$ cat config.mk
export PLATFORM = sky130hd
export DESIGN_NAME = gng_fifo
export DESIGN_NICKNAME = d
export VERILOG_FILES = /design/src/hdl/gng_pkg.sv /design/src/hdl/gng_fifo.sv
export SDC_FILE = /design/constraint.sdc
export NUM_CORES = 1
export LEC_CHECK = 0
export BUFFER_PORTS_ARGS = -buffer_cell sky130_fd_sc_hd__buf_2
export CAP_MARGIN = 0
export CORE_MARGIN = 4
export CORE_UTILIZATION = 55
export CTS_CLUSTER_SIZE = 24
export DETAILED_ROUTE_END_ITERATION = 8
export PLACE_DENSITY = 0.88
export SYNTH_ARGS = -nofsm -noshare
export SYNTH_HDL_FRONTEND = slang
export SYNTH_SLANG_ARGS = --single-unit
$ cat constraint.sdc
create_clock -name clk -period 7.09 [get_ports clk]
set_input_delay 0.3545 -clock clk [delete_from_list [all_inputs] [get_ports clk]]
set_output_delay 0.3545 -clock clk [all_outputs]
set_load 0.01 [all_outputs]
$ cat src/hdl/gng_pkg.sv
// ----------------------------------------------------------------------------
// Gaussian noise generator package
// Shared types, constants and helper functions for the noise generator.
// ----------------------------------------------------------------------------
package gng_pkg;

    // Fraction bits of the signed 16-bit result samples.
    localparam int OUTPUT_FRAC_BITS = 12;
    // Right shift that turns radius (Q25) times trig (Q30) into the result.
    localparam int OUT_SHIFT = 55 - OUTPUT_FRAC_BITS;
    localparam logic signed [61:0] ROUND_CONST = 62'sd1 <<< (OUT_SHIFT - 1);

    localparam logic [27:0] LN2_Q28         = 28'd186065279;
    localparam logic [30:0] HALF_PI_Q30     = 31'd1686629713;
    localparam logic signed [32:0] CORDIC_GAIN_Q30 = 33'sd652032874;
    localparam logic [34:0] LOG2_FULL_Q30   = 35'd23 << 30;
    localparam logic [62:0] LN_ROUND        = 63'd1 << 26;

    localparam int CORDIC_STEPS = 30;
    localparam int LOG_STEPS    = 30;
    localparam int SQRT_STEPS   = 28;

    // Uniform fractions drawn from one generator step.
    typedef struct packed {
        logic [22:0] m0;
        logic [22:0] m1;
    } gng_item_t;

    typedef enum logic [1:0] {
        QUAD_0 = 2'd0,
        QUAD_1 = 2'd1,
        QUAD_2 = 2'd2,
        QUAD_3 = 2'd3
    } gng_quad_t;

    // Arctangent of 2^-i in Q30.
    function automatic logic [29:0] atan_q30(input logic [4:0] idx);
        logic [29:0] val;
        begin
            case (idx)
                5'd0:  val = 30'h3243F6A8;
                5'd1:  val = 30'h1DAC6705;
                5'd2:  val = 30'h0FADBAFC;
                5'd3:  val = 30'h07F56EA6;
                5'd4:  val = 30'h03FEAB76;
                5'd5:  val = 30'h01FFD55B;
                5'd6:  val = 30'h00FFFAAA;
                5'd7:  val = 30'h007FFF55;
                5'd8:  val = 30'h003FFFEA;
                5'd9:  val = 30'h001FFFFD;
                5'd10: val = 30'h000FFFFF;
                5'd11: val = 30'h0007FFFF;
                5'd12: val = 30'h0003FFFF;
                5'd13: val = 30'h0001FFFF;
                5'd14: val = 30'h0000FFFF;
                5'd15: val = 30'h00007FFF;
                5'd16: val = 30'h00003FFF;
                5'd17: val = 30'h00001FFF;
                5'd18: val = 30'h00000FFF;
                5'd19: val = 30'h000007FF;
                5'd20: val = 30'h000003FF;
                5'd21: val = 30'h000001FF;
                5'd22: val = 30'h000000FF;
                5'd23: val = 30'h0000007F;
                5'd24: val = 30'h0000003F;
                5'd25: val = 30'h0000001F;
                5'd26: val = 30'h0000000F;
                5'd27: val = 30'h00000008;
                5'd28: val = 30'h00000004;
                5'd29: val = 30'h00000002;
                default: val = 30'h0;
            endcase
            return val;
        end
    endfunction

    // Round a Q55 product to the output scale and clamp to 16-bit signed.
    function automatic logic signed [15:0] round_sat(input logic signed [61:0] prod);
        logic signed [61:0] sum;
        logic signed [61:0] shifted;
        logic signed [15:0] res;
        begin
            sum     = prod + ROUND_CONST;
            shifted = sum >>> OUT_SHIFT;
            if (shifted > 62'sd32767) begin
                res = 16'sh7FFF;
            end else if (shifted < -62'sd32768) begin
                res = 16'sh8000;
            end else begin
                res = shifted[15:0];
            end
            return res;
        end
    endfunction

endpackage

$ cat src/hdl/gng_fifo.sv
// ----------------------------------------------------------------------------
// Gaussian noise generator item queue
// Two-entry queue that decouples the generator front end from the math unit.
// ----------------------------------------------------------------------------
module gng_fifo (
    input  logic               clk,
    input  logic               rst_n,
    input  logic               wr_en,
    input  gng_pkg::gng_item_t wr_item,
    output logic               full,
    input  logic               rd_en,
    output gng_pkg::gng_item_t rd_item,
    output logic               empty
);

    gng_pkg::gng_item_t entry_reg [2];
    logic       wr_ptr_reg;
    logic       rd_ptr_reg;
    logic [1:0] count_reg;

    assign full    = (count_reg == 2'd2);
    assign empty   = (count_reg == 2'd0);
    assign rd_item = entry_reg[rd_ptr_reg];

    always_ff @(posedge clk) begin
        if (wr_en) begin
            entry_reg[wr_ptr_reg] <= wr_item;
        end
    end

    always_ff @(posedge clk or negedge rst_n) begin
        if (!rst_n) begin
            wr_ptr_reg <= 1'b0;
            rd_ptr_reg <= 1'b0;
            count_reg  <= 2'd0;
        end else begin
            if (wr_en) begin
                wr_ptr_reg <= ~wr_ptr_reg;
            end
            if (rd_en) begin
                rd_ptr_reg <= ~rd_ptr_reg;
            end
            if (wr_en && !rd_en) begin
                count_reg <= count_reg + 2'd1;
            end else if (rd_en && !wr_en) begin
                count_reg <= count_reg - 2'd1;
            end
        end
    end

endmodule

==> out/metrics.cfg <==
[logic_synthesis]
synth_nets=210
synth_xor_area_frac=0.01206
synth_area_leaders=edfxtp_1 (76%), mux2_4 (12%), mux2_2 (5.0%)
synthAdderAreaFrac=0.003447
synth-compound-area-share=0
synth_cell_types=13
muxShareOfSynthArea=0.1737
synth.avg_cell_area_um2=22.83
synth.top_cell.area_share=0.7611
yosys_register_bits=96
synthSimpleGateAreaFrac=0.007239
syn_area_um2=3630
ys_seq_area_frac=0.7887
yosysWarnings=0
synth_top_family_by_area=multiplexers
yosysTopAreaCell=edfxtp_1
syn_inst=159

[placed_design]
dpl.hpwl_um=4288
port_buffers=97
dp.cells=330
place.gp.congestion=0.7207

[timing]
fin_crit_sh=0.3336
grt_setup_unrepaired=no
clock_skew_ns=0.007102
setup-tns-final_ns=0
period_needed_ns=2.365
slew_violations=0
fmax_mhz=422.8
relSlewSlack=0.2594
setup_viol=0
hold_viol=0
tightest_slew_ns=1.111

[cts]
cts_tree=built
h-tree-depth=3
clkLatencyLatePin_ns=0.34
numCtsBuffers=9
clockBufferDepth=2
post_cts_buffers=0
path_clk_slew_ns=0.08
cts_root_buffer=clkbuf_8
cts.sinks=96

[power]
clock_power_share=0.181
switching_share=0.2914
seq_power_share=0.495
vdd_ir_drop_max_mv=0.2043
netSwitchingPower_uw=472.2
cellPowerDensity_nw_per_um2=372.3
combPwrFrac=0.324
power_leakage_nw=1.744
internal_power_mw=1.148

[route]
drc_errors=0
wirelength_um=6290
avgRoutedWirePerCell_um=18.13
drtIter0Drc=76
vias=1791
ant_nets=0
viasPerCell=5.161
drtPass1Iterations=4

[cells_and_area]
n_fill_cell=438
drive_gt1_frac=0.5926
instances_no_fill=347
layout.nets=316
largest_reg_flops=92
syn_to_final_growth_pct=19.92
antennaDiodeCount=0

[global_route]
grt_pass1_vias=1803
grt_remaining_overflow=0
grt_max_degree=47
antenna_found_initial=0
grtUsageTotal=0.1639
grt_pass1_wl_um=9418

[critical_path]
cpMaxStageDelayCell=buf_4
crit_required_ns=6.74
crit_arrival_ns=2.01
criticalPathCategory=flop to output pin
path_cells=buf_4, mux2_2, buf_2
critPathMaxFanout=40
slowest_delay_ns=0.59
cp-start-kind=flop
crit_path_end_kind=output pin

[die]
die_w_um=89.24
die_h_um=89.24
initial_core_util=0.5684
num_rows=29
core-area_um2=6386
die_area_um2=7963
ios=98

[hold_path]
hold_class=input port to flop

[flow_run]
cap_violations=0

[run_status]
status=finished clean

-- worst max-delay path: cells and delay by family (launching register included) --
family                 cells  cell delay, ns
buffers and inverters      2            0.73
DFF                        1            0.51
muxes                      1            0.41
-- per-layer routing --
layer / part of all wire / track usage / up-vias / wire (µm)
met5: 0 / 0 / - / 0
met3: 0.083 / 0.04700 / 8 / 525
met2: 0.48 / 0.2599 / 79 / 3029
met1: 0.42 / 0.2188 / 875 / 2658
met4: 0.012 / 0.05819 / 0 / 77
li1: - / - / 829 / -
-- final timing paths --
kind,cells past startpoint,slack (ns),start,end
setup / recovery,3,4.72,rd_ptr_reg,rd_item[38]
hold / removal,1,0.20,wr_item[30],entry_reg[0][30]
setup reg to reg,1,5.35,wr_ptr_reg,entry_reg[1][2]
hold reg to reg,1,0.50,count_reg[1],count_reg[1]
max in group asynchronous,2,6.60,rst_n,rd_ptr_reg
min in group asynchronous,2,0.35,rst_n,count_reg[1]
-- cells in the final DEF (no fill, tap or decap), drive strengths merged, types with 2 or more instances in the layout --
cell,count
buf,99
clkbuf,12
clkinv,3
dfrtp,4
edfxtp,92
mux2,46
nor2,2
nor2b,2
xor2,4
-- Yosys cell counts (all sizes together) --
| cell type | number |
|---|---|
| edfxtp | 92 |
| buf | 5 |
| xor2 | 4 |
| ha | 1 |
| xnor2 | 1 |
| nor2b | 2 |
| nor2 | 2 |
| and2 | 1 |
| mux2 | 46 |
| dfrtp | 4 |
| inv | 1 |
-- logic make-up (layout without fill, tap and decap cells) --
group                    Yosys count  count (layout)
flip-flops                        96              96
multiplexers                      46              46
buffers and inverters              6             117
XOR/XNOR                           5               5
AND/OR/NAND/NOR                    5               5
adder cells (fa/ha/maj)            1               1
-- final cells by class --
type	instances	area (µm²)	share of cell area
clock inverters	4	21.27	0.004886
multi-input cells	57	721.9	0.1659
clock buffers	12	135.1	0.03104
well taps	77	96.34	0.02213
flip-flops and latches	96	2864	0.6579
inverters	1	3.754	0.0008623
repair buffers	100	510.5	0.1173
-- stage by stage --
| stage | hold slack [ns] | utilization | total power [mW] | setup WS (ns) | cell area [µm²] |
|---|---|---|---|---|---|
| after floorplan | 0.05891 | - | 1.181 | 4.178 | 3630 |
| after global placement | 0.1776 | 0.6556 | 1.331 | 5.132 | 4187 |
| after detailed placement | 0.1732 | 0.6556 | 1.347 | 5.100 | 4187 |
| after CTS | 0.1831 | 0.6816 | 1.639 | 4.720 | 4353 |
| after global routing | 0.1830 | 0.6816 | 1.711 | 4.625 | 4353 |
| final | 0.1972 | 0.6816 | 1.620 | 4.725 | 4353 |
-- power groups by stage --
stage | Combinational (mW) | Sequential (mW) | Clock, mW
2_1_floorplan | 0.386 | 0.795 | 0
3_3_place_gp | 0.524 | 0.807 | 0
3_5_place_dp | 0.533 | 0.814 | 0
4_1_cts | 0.535 | 0.803 | 0.301
5_1_grt | 0.567 | 0.812 | 0.331
6_report | 0.525 | 0.802 | 0.294
-- what timing repair did --
action | 4_1_cts | 5_1_grt
hold buffers | 1 | 0
hold endpoints to repair | 4 | 0
endpoints found under the setup margin | 0 | 0
gates resized for setup | 0 | 0
Power figures use the tool's default switching activity.
