===== src/hdl/gng_pkg.sv =====
// ----------------------------------------------------------------------------
// Gaussian noise generator package
// Shared types, constants and helper functions for the noise generator.
// ----------------------------------------------------------------------------
package gng_pkg;

    // Fraction bits of the signed 16-bit result samples.
    localparam int OUTPUT_FRAC_BITS = 12;
    // Right shift that turns radius (Q25) times trig (Q30) into the result.
    localparam int OUT_SHIFT = 55 - OUTPUT_FRAC_BITS;
    localparam logic signed [61:0] ROUND_CONST = 62'sd1 <<< (OUT_SHIFT - 1);

    localparam logic [27:0] LN2_Q28         = 28'd186065279;
    localparam logic [30:0] HALF_PI_Q30     = 31'd1686629713;
    localparam logic signed [32:0] CORDIC_GAIN_Q30 = 33'sd652032874;
    localparam logic [34:0] LOG2_FULL_Q30   = 35'd23 << 30;
    localparam logic [62:0] LN_ROUND        = 63'd1 << 26;

    localparam int CORDIC_STEPS = 30;
    localparam int LOG_STEPS    = 30;
    localparam int SQRT_STEPS   = 28;

    // Uniform fractions drawn from one generator step.
    typedef struct packed {
        logic [22:0] m0;
        logic [22:0] m1;
    } gng_item_t;

    typedef enum logic [1:0] {
        QUAD_0 = 2'd0,
        QUAD_1 = 2'd1,
        QUAD_2 = 2'd2,
        QUAD_3 = 2'd3
    } gng_quad_t;

    // Arctangent of 2^-i in Q30.
    function automatic logic [29:0] atan_q30(input logic [4:0] idx);
        logic [29:0] val;
        begin
            case (idx)
                5'd0:  val = 30'h3243F6A8;
                5'd1:  val = 30'h1DAC6705;
                5'd2:  val = 30'h0FADBAFC;
                5'd3:  val = 30'h07F56EA6;
                5'd4:  val = 30'h03FEAB76;
                5'd5:  val = 30'h01FFD55B;
                5'd6:  val = 30'h00FFFAAA;
                5'd7:  val = 30'h007FFF55;
                5'd8:  val = 30'h003FFFEA;
                5'd9:  val = 30'h001FFFFD;
                5'd10: val = 30'h000FFFFF;
                5'd11: val = 30'h0007FFFF;
                5'd12: val = 30'h0003FFFF;
                5'd13: val = 30'h0001FFFF;
                5'd14: val = 30'h0000FFFF;
                5'd15: val = 30'h00007FFF;
                5'd16: val = 30'h00003FFF;
                5'd17: val = 30'h00001FFF;
                5'd18: val = 30'h00000FFF;
                5'd19: val = 30'h000007FF;
                5'd20: val = 30'h000003FF;
                5'd21: val = 30'h000001FF;
                5'd22: val = 30'h000000FF;
                5'd23: val = 30'h0000007F;
                5'd24: val = 30'h0000003F;
                5'd25: val = 30'h0000001F;
                5'd26: val = 30'h0000000F;
                5'd27: val = 30'h00000008;
                5'd28: val = 30'h00000004;
                5'd29: val = 30'h00000002;
                default: val = 30'h0;
            endcase
            return val;
        end
    endfunction

    // Round a Q55 product to the output scale and clamp to 16-bit signed.
    function automatic logic signed [15:0] round_sat(input logic signed [61:0] prod);
        logic signed [61:0] sum;
        logic signed [61:0] shifted;
        logic signed [15:0] res;
        begin
            sum     = prod + ROUND_CONST;
            shifted = sum >>> OUT_SHIFT;
            if (shifted > 62'sd32767) begin
                res = 16'sh7FFF;
            end else if (shifted < -62'sd32768) begin
                res = 16'sh8000;
            end else begin
                res = shifted[15:0];
            end
            return res;
        end
    endfunction

endpackage


===== src/hdl/gng_front.sv =====
// ----------------------------------------------------------------------------
// Gaussian noise generator front end
// Seed registers and the xoroshiro128+ state; one draw per accepted request.
// ----------------------------------------------------------------------------
module gng_front (
    input  logic               clk,
    input  logic               rst_n,
    input  logic               cfg_valid,
    input  logic               cfg_index,
    input  logic [63:0]        cfg_data,
    input  logic               draw,
    input  logic               restart,
    output gng_pkg::gng_item_t item
);

    logic [63:0] seed_lo_reg;
    logic [63:0] seed_hi_reg;
    logic [63:0] word_a_reg;
    logic [63:0] word_b_reg;
    logic [63:0] s0;
    logic [63:0] s1;
    logic [63:0] sum;
    logic [63:0] mix;
    logic [63:0] word_a_next;
    logic [63:0] word_b_next;

    always_comb begin
        s0          = restart ? seed_lo_reg : word_a_reg;
        s1          = restart ? seed_hi_reg : word_b_reg;
        sum         = s0 + s1;
        mix         = s0 ^ s1;
        word_a_next = {s0[8:0], s0[63:9]} ^ mix ^ (mix << 14);
        word_b_next = {mix[27:0], mix[63:28]};
        item.m0     = sum[22:0];
        item.m1     = sum[54:32];
    end

    always_ff @(posedge clk or negedge rst_n) begin
        if (!rst_n) begin
            seed_lo_reg <= 64'd1;
            seed_hi_reg <= 64'd0;
            word_a_reg  <= 64'd1;
            word_b_reg  <= 64'd0;
        end else begin
            if (cfg_valid) begin
                if (cfg_index) begin
                    seed_hi_reg <= cfg_data;
                end else begin
                    seed_lo_reg <= cfg_data;
                end
            end
            if (draw) begin
                word_a_reg <= word_a_next;
                word_b_reg <= word_b_next;
            end
        end
    end

endmodule


===== config.mk =====
export PLATFORM = sky130hd
export DESIGN_NAME = gng_front
export DESIGN_NICKNAME = d
export VERILOG_FILES = /design/src/hdl/gng_pkg.sv /design/src/hdl/gng_front.sv
export SDC_FILE = /design/constraint.sdc
export NUM_CORES = 1
export LEC_CHECK = 0
export BUFFER_PORTS_ARGS = -buffer_cell sky130_fd_sc_hd__buf_2
export CORE_MARGIN = 2
export CORE_UTILIZATION = 25
export CTS_BUF_LIST = sky130_fd_sc_hd__clkbuf_4 sky130_fd_sc_hd__clkbuf_8
export CTS_CLUSTER_SIZE = 28
export DETAILED_ROUTE_END_ITERATION = 7
export PLACE_DENSITY = 0.38
export SYNTH_ARGS = -nofsm -noshare
export SYNTH_HDL_FRONTEND = slang
export SYNTH_SLANG_ARGS = --single-unit

===== constraint.sdc =====
create_clock -name clk -period 7.3 [get_ports clk]
set_clock_uncertainty 0.1 [all_clocks]
set_input_delay 1.095 -clock clk [delete_from_list [all_inputs] [get_ports clk]]
set_output_delay 1.095 -clock clk [all_outputs]
set_load 0.02 [all_outputs]

==> qor_table.md, run 1 <==
| Result | Reported |
|---|---|
| Initial core utilization | 25.4% |
| Worst Setup End Kind | primary output |
| Part of the power in combinational logic | 60.1% |
| Total of cells resized after clock tree synthesis | 0 |
| Area growth from synthesis to layout | 15.9% |
| Count of yosys warnings during synthesis | 0 |
| Commonest cells in the synthesized netlist | 344 x mux2_2, 254 x dfrtp_1, 118 x xnor2_1, 63 x a21oi_1, 54 x ha_1 |
| Remaining Overflow, GRT | 0 |
| Path type of the worst min-delay path | input port to asynchronous set/reset pin |
| Buffer count from post-CTS setup fixing | 0 |
| Number of nets in the layout | 1460 |
| Number of clock sinks | 256 |
| Kind of critical path | input port to primary output |
| Fraction of post-synthesis cell area in the top cell type by area | 42.2% |
| Count of standard-cell rows | 89 |
| Clock-pin slew on the worst setup and hold paths | 0.06 ns |
| EDFF count, synth | 0 |
| Power density cells | 560 mW/mm^2 |
| CTS buffer count | 50 |
| RD Place Congestion | 0.884 |
| Area post-placement | 0.0163 sq mm |
| R2R setup slack | 4.78 ns |
| Number of register bits inferred by synthesis | 256 |
| Max IR drop VDD | 0.261 mV |
| 1st-iter DRT viols | 587 |
| Clock group share of total power | 16.3% |
| Setup_tns | 0 ns |
| Port Buf Inserts | 115 |
| Die extent in y | 249 microns |
| Number of top-level pins | 116 |
| Period utilisation layout | 85.6% |
| Cells after synthesis | 1247 |
| Switching Fraction | 46.7% |
| Max-slew headroom at the worst pin | 27.4% |
| Routed Antenna Nets | 0 |
| Post-synth cell types | 71 |
| Min Hold Slack | 0.352 ns |
| Root Buffer Master | clkbuf_8 |
| Count of final setup violators | 0 |
| Synthesized area per cell | 12.1 sq um |
| Sequential power share | 23.6% |
| Clock insertion delay at the later pin of the skew report | 0.64 ns |
| Achievable Freq | 160 MHz |
| Count of unresolved DRC violations after routing | 0 |
| Data arrival time of the worst path | 5.05 ns |
| Final core utilization | 29.4% |
| # hold bufs at CTS | 0 |
| Static leakage | 7.40 nW |
| P_sw | 4.56 mW |
| Final period demand of the worst path | 6.25 ns |
| Detailed-router iteration count before antenna repair | 5 |
| Most common flop cell mapped by yosys | dfrtp_1 |
| Result of the run | completed |
| GRT Util Overall | 17.5% |
| Synth Net Count | 1372 |
| Async set or reset register ratio after synthesis | 100% |
| Final Cell Area | 0.0174 sq mm |
| Share of layout cells above drive strength 1 | 43.7% |
| Unrepaired setup endpoints after global routing | no |
| Reg-to-reg endpoint | word_a_reg[57] |
| Pin slew with the least headroom to its limit | 1.09 ns |
| Max capacitance violation total | 0 |
| Cell internal power dissipation | 5.21 mW |
| Average routed wire per standard cell | 25.3 microns |
| Die outline area | 0.0622 sq mm |
| Largest net degree at the start of global routing | 110 |
| Antenna violations before repair | 2 |
| Global-route wire length before repair | 78.1 mm |
| Pins Over Slew Limit | 0 |
| Synthesized cell area | 0.0150 sq mm |
| Hold Vio Cnt, Final | 0 |
| Number of global-route vias before repair | 10600 |
| Biggest fanout along the worst timing path | 48 |
| Setup crit start kind | input port |
| Std-Cell Core Area | 0.0592 sq mm |
| Worst-case clock buffer depth | 3 |
| Total number of vias | 10000 |
| Start of the worst register-to-register path | seed_lo_reg[43] |
| Clock tree from TritonCTS | done |
| Vias per cell | 4.67 |
| Most common cell in the synthesized netlist | mux2_2 |
| Cell taking the most area after synthesis | dfrtp_1 |
| Required time of the critical path | 6.11 ns |
| Floorplan die width | 249 microns |
| Routed wire length | 54.3 mm |
| Sequential-to-total area share from yosys stat | 42.6% |
| Reg2reg path depth | 4 |
| # H-tree levels | 2 |
| Post-DP HPWL | 40.9 mm |
| Top cells by area, synth | dfrtp_1 42%, mux2_2 26%, xnor2_1 6.9% |
## metrics by stage
step	total power [mW]	std cells	worst slack [ns]
after floorplan	6.06	1247	1.22
after global placement	8.29	2056	1.04
after detailed placement	8.25	2056	1.04
after CTS	9.91	2147	1.02
after global routing	10.3	2148	0.822
final	9.77	2148	1.05
## cell families after synthesis
group                    synth area share (%)
XOR/XNOR                                 9.81
adder cells (fa/ha/maj)                  4.62
multiplexers                             27.2
AO/OA/AOI/OAI                            8.13
AND/OR/NAND/NOR                          4.61
flip-flops                               42.6
buffers and inverters                    3.02
## power groups by stage
stage / clock [mW] / combinational [mW] / sequential (mW)
global route: 1.72 / 6.26 / 2.36
finish: 1.59 / 5.87 / 2.31
global placement: 0 / 5.95 / 2.33
floorplan: 0 / 3.98 / 2.08
CTS: 1.66 / 5.94 / 2.31
detailed placement: 0 / 5.92 / 2.33
## worst max-delay path, stage by stage
cell,delay [ns]
buf_6,0.39
buf_12,0.27
mux2_2,0.42
ha_1,0.48
a21oi_1,0.18
o21ai_0,0.09
a2111oi_0,0.38
o21ai_0,0.23
a22oi_1,0.26
o211ai_2,0.25
a21oi_2,0.23
o21ai_1,0.09
a21oi_2,0.15
xnor2_1,0.20
buf_2,0.23
## cells in the final DEF, fill, tap and decap left out, types with 5 or more instances in the layout
cell,Yosys,routed
a21o_1,34,34
a21oi_1,63,63
a31oi_1,5,5
and3_1,6,6
buf_2,27,112
buf_4,7,10
clkbuf_4,0,22
clkbuf_8,0,65
dfrtp_1,254,254
ha_1,54,54
inv_1,11,11
mux2_2,344,344
mux2i_1,22,22
nand2_1,44,43
nand3_1,10,10
nand4_1,9,9
nor2_1,36,36
nor3_1,8,8
o211ai_1,5,5
o21ai_0,16,16
xnor2_1,118,118
xnor3_1,8,8
xor2_1,30,30
## cell type report
type                            count  area (sq um)
Timing Repair Buffer              127           713
Clock buffer                       87          1060
Multi-Input combinational cell    888          8200
Tap cell                          773           967
Clock inverter                      4          45.0
Inverter                           12          45.0
Antenna cell                        1          2.50
Fill cell                        6143         41800
Sequential cell                   256          6410
## per-layer routing
metal	vias to the layer above	share of wire (%)	GRT usage, %
met1	5104	46	23.4
met3	84	4.0	2.77
met5	-	0	0
li1	4620	-	-
met2	219	47	28.4
met4	0	3.2	6.39
## how the worst max path moves through the flow
| stage | slack, ns | startpoint | end | cells after the start |
|---|---|---|---|---|
| after detailed placement | 1.04 | restart | item[22] | 14 |
| after global routing | 0.82 | restart | item[21] | 15 |
| after CTS | 1.02 | restart | item[21] | 15 |
| after global placement | 1.04 | restart | item[22] | 14 |
| final | 1.05 | restart | item[21] | 15 |
| after floorplan | 1.22 | restart | item[19] | 17 |
Note: power is estimated with default switching activity, not from simulation.
==> inputs of run 2 (changes only) <==
--- a/config.mk
+++ b/config.mk
@@ -5,10 +5,9 @@
 export SDC_FILE = /design/constraint.sdc
 export NUM_CORES = 1
 export LEC_CHECK = 0
-export BUFFER_PORTS_ARGS = -buffer_cell sky130_fd_sc_hd__buf_2
+export BUFFER_PORTS_ARGS = -buffer_cell sky130_fd_sc_hd__clkbuf_2
 export CORE_MARGIN = 2
 export CORE_UTILIZATION = 25
-export CTS_BUF_LIST = sky130_fd_sc_hd__clkbuf_4 sky130_fd_sc_hd__clkbuf_8
 export CTS_CLUSTER_SIZE = 28
 export DETAILED_ROUTE_END_ITERATION = 7
 export PLACE_DENSITY = 0.38
==> run 2 against run 1 <==
Against the previous run:
- via count down 0.99%
- clock power up 19%
- core utilization up 0.21 points
- sequential power about the same
- fmax down 1.5%
- critical path depth unchanged
- non-clock buffer count down 2
- highest routed layer is now met5
- die area unchanged
- combinational power about the same
- cell area up 0.72%
- clock-buffer cell count down 38
==> qor_table.md, run 2 (synthesis results as in run 1) <==
| Result | Reported | Change |
|---|---|---|
| Pins Over Slew Limit | 0 | unchanged |
| Path type of the worst min-delay path | flip-flop to flip-flop |  |
| Final period demand of the worst path | 6.34 ns | +0.0937 ns |
| Most common cell after layout, fill and taps aside | mux2_2 |  |
| RD Place Congestion | 0.931 | +5.2% |
| Crit path cell chain | buf_6 > buf_4 > mux2_2 > ha_1 > nand3_1 > nor3_2 > nand2_1 > o2111ai_2 > a21oi_4 > o21ai_4 > a31oi_4 > o21ai_2 > a211oi_1 > a211oi_2 > clkbuf_2 |  |
| Number of nets in the layout | 1442 | -1.2% |
| Static leakage | 7.43 nW | +0.32% |
| Buffer count from post-CTS setup fixing | 0 | unchanged |
| Floorplan die width | 249 microns | unchanged |
| Std-Cell Core Area | 0.0592 sq mm | unchanged |
| # H-tree levels | 2 | unchanged |
| Area growth from synthesis to layout | 16.7% |  |
| Number of clock sinks | 256 | unchanged |
| Worst Setup End Kind | primary output |  |
| Remaining Overflow, GRT | 0 | unchanged |
| Required time of the critical path | 6.11 ns | about the same |
| Setup_tns | 0 ns | unchanged |
| Hold Vio Cnt, Final | 0 | unchanged |
| Share of layout cells above drive strength 1 | 41.7% | -2.0 points |
| Count of final setup violators | 0 | unchanged |
| Setup crit start kind | input port |  |
| Routed wire length | 54.9 mm | +1.1% |
| Initial core utilization | 25.4% | unchanged |
| Count of unresolved DRC violations after routing | 0 | unchanged |
| Kind of critical path | input port to primary output |  |
| Largest net degree at the start of global routing | 114 | +3.6% |
| CTS buffer count | 34 | -32% |
| Final setup slack of the worst path | 0.958 ns | -0.0937 ns |
| Data arrival time of the worst path | 5.15 ns | +0.10 ns |
| Global-route wire length before repair | 78.0 mm | -0.12% |
| Final Cell Area | 0.0176 sq mm | +0.72% |
| Top delay family on crit path | compound AO/OA/AOI/OAI gates |  |
| Max capacitance violation total | 0 | unchanged |
| Total of cells resized after clock tree synthesis | 0 | unchanged |
| Routed Antenna Nets | 0 | unchanged |
| Worst slack, placed | 0.979 ns | -0.0648 ns |
| Vias per cell | 4.69 | +0.51% |
| Number of global-route vias before repair | 10400 | -2.3% |
| Max-slew headroom at the worst pin | 20.4% | -7.0 points |
| GRT Util Overall | 17.6% | +0.093 points |
| Max IR drop VDD | 0.212 mV | -19% |
| Clock-pin slew on the worst setup and hold paths | 0.06 ns | about the same |
| Post-DP HPWL | 41.7 mm | +1.9% |
| Count of standard-cell rows | 89 | unchanged |
| Slowest cell on the critical path | ha_1 |  |
| Clock tree from TritonCTS | done |  |
| Total number of vias | 9928 | -0.99% |
| Biggest fanout along the worst timing path | 35 | -27% |
| Number of top-level pins | 116 | unchanged |
| Period utilisation layout | 86.9% | +1.3 points |
| Antenna violations before repair | 6 | +4 |
| Achievable Freq | 158 MHz | -1.5% |
| Result of the run | completed |  |
| Commonest non-fill, non-tap cells in the layout | 344 x mux2_2, 254 x dfrtp_1, 118 x xnor2_1 |  |
| Unrepaired setup endpoints after global routing | no |  |
| Root Buffer Master | clkbuf_16 |  |
| Largest stage delay on the critical path | 0.60 ns | +0.12 ns |
| Number of buffers and inverters on the critical path | 3 | unchanged |
| Clock insertion delay at the later pin of the skew report | 0.55 ns | -0.09 ns |
| Area post-placement | 0.0163 sq mm | about the same |
| Worst-case clock buffer depth | 3 | unchanged |
| Die outline area | 0.0622 sq mm | unchanged |
| Port Buf Inserts | 115 | unchanged |
| # hold bufs at CTS | 0 | unchanged |
| 1st-iter DRT viols | 694 | +18% |
| Pin slew with the least headroom to its limit | 1.19 ns | +0.105 ns |
| Detailed-router iteration count before antenna repair | 5 | unchanged |
| Min Hold Slack | 0.401 ns | +0.0490 ns |
| Die extent in y | 249 microns | unchanged |
| Power density cells | 575 mW/mm^2 | +2.5% |
| Average routed wire per standard cell | 25.9 microns | +2.6% |
## run 2: stage by stage
step | util, % | std cells | total power [mW]
floorplan | - | 1247 | 6.06
global placement | 27.5 | 2054 | 8.32
detailed placement | 27.5 | 2054 | 8.28
CTS | 29.6 | 2115 | 10.2
global route | 29.6 | 2115 | 10.7
finish | 29.6 | 2116 | 10.1
## run 2: final timing paths
kind | startpoint | slack [ns] | endpoint | depth (start not counted)
worst max-delay path | restart | 0.96 | item[22] | 15
worst min-delay path | word_b_reg[13] | 0.40 | word_b_reg[13] | 1
worst max register to register | seed_lo_reg[14] | 4.74 | word_a_reg[14] | 5
worst min register to register | word_b_reg[13] | 0.40 | word_b_reg[13] | 1
max in group asynchronous | rst_n | 5.31 | seed_hi_reg[29] | 2
min in group asynchronous | rst_n | 0.45 | seed_lo_reg[47] | 1
## run 2: layout make-up
| class | count | area, sq um |
|---|---|---|
| clock inverter | 12 | 267 |
| fill | 6074 | 41700 |
| timing repair buffer | 125 | 698 |
| clock buffer | 49 | 978 |
| inverter | 12 | 45.0 |
| sequential | 256 | 6410 |
| antenna | 1 | 2.50 |
| multi-input combinational | 888 | 8200 |
| tap | 773 | 967 |
## run 2: worst register-to-register path, cell delays in order, from the launching register on
cell and delay (ns):
dfrtp_1 0.38, mux2_2 0.31, ha_1 0.57, xnor2_1 0.57, xnor2_1 0.21, mux2_2 0.30
## run 2: power breakdown
group	leakage (nW)	total [mW]	switching [mW]	internal, mW
clock network	0.603	1.89	0.674	1.22
registers	2.99	2.32	0.402	1.92
logic	3.84	5.89	3.55	2.34
total	7.43	10.1	4.62	5.47
## run 2: metal layers
metal	share of wire, %	up-vias	wire length, microns	GRT usage [%]
li1	-	4586	-	-
met1	46	5050	25100	23.7
met2	48	225	26100	28.7
met3	4.2	65	2320	2.98
met4	2.4	2	1300	5.27
met5	0.024	-	13	0
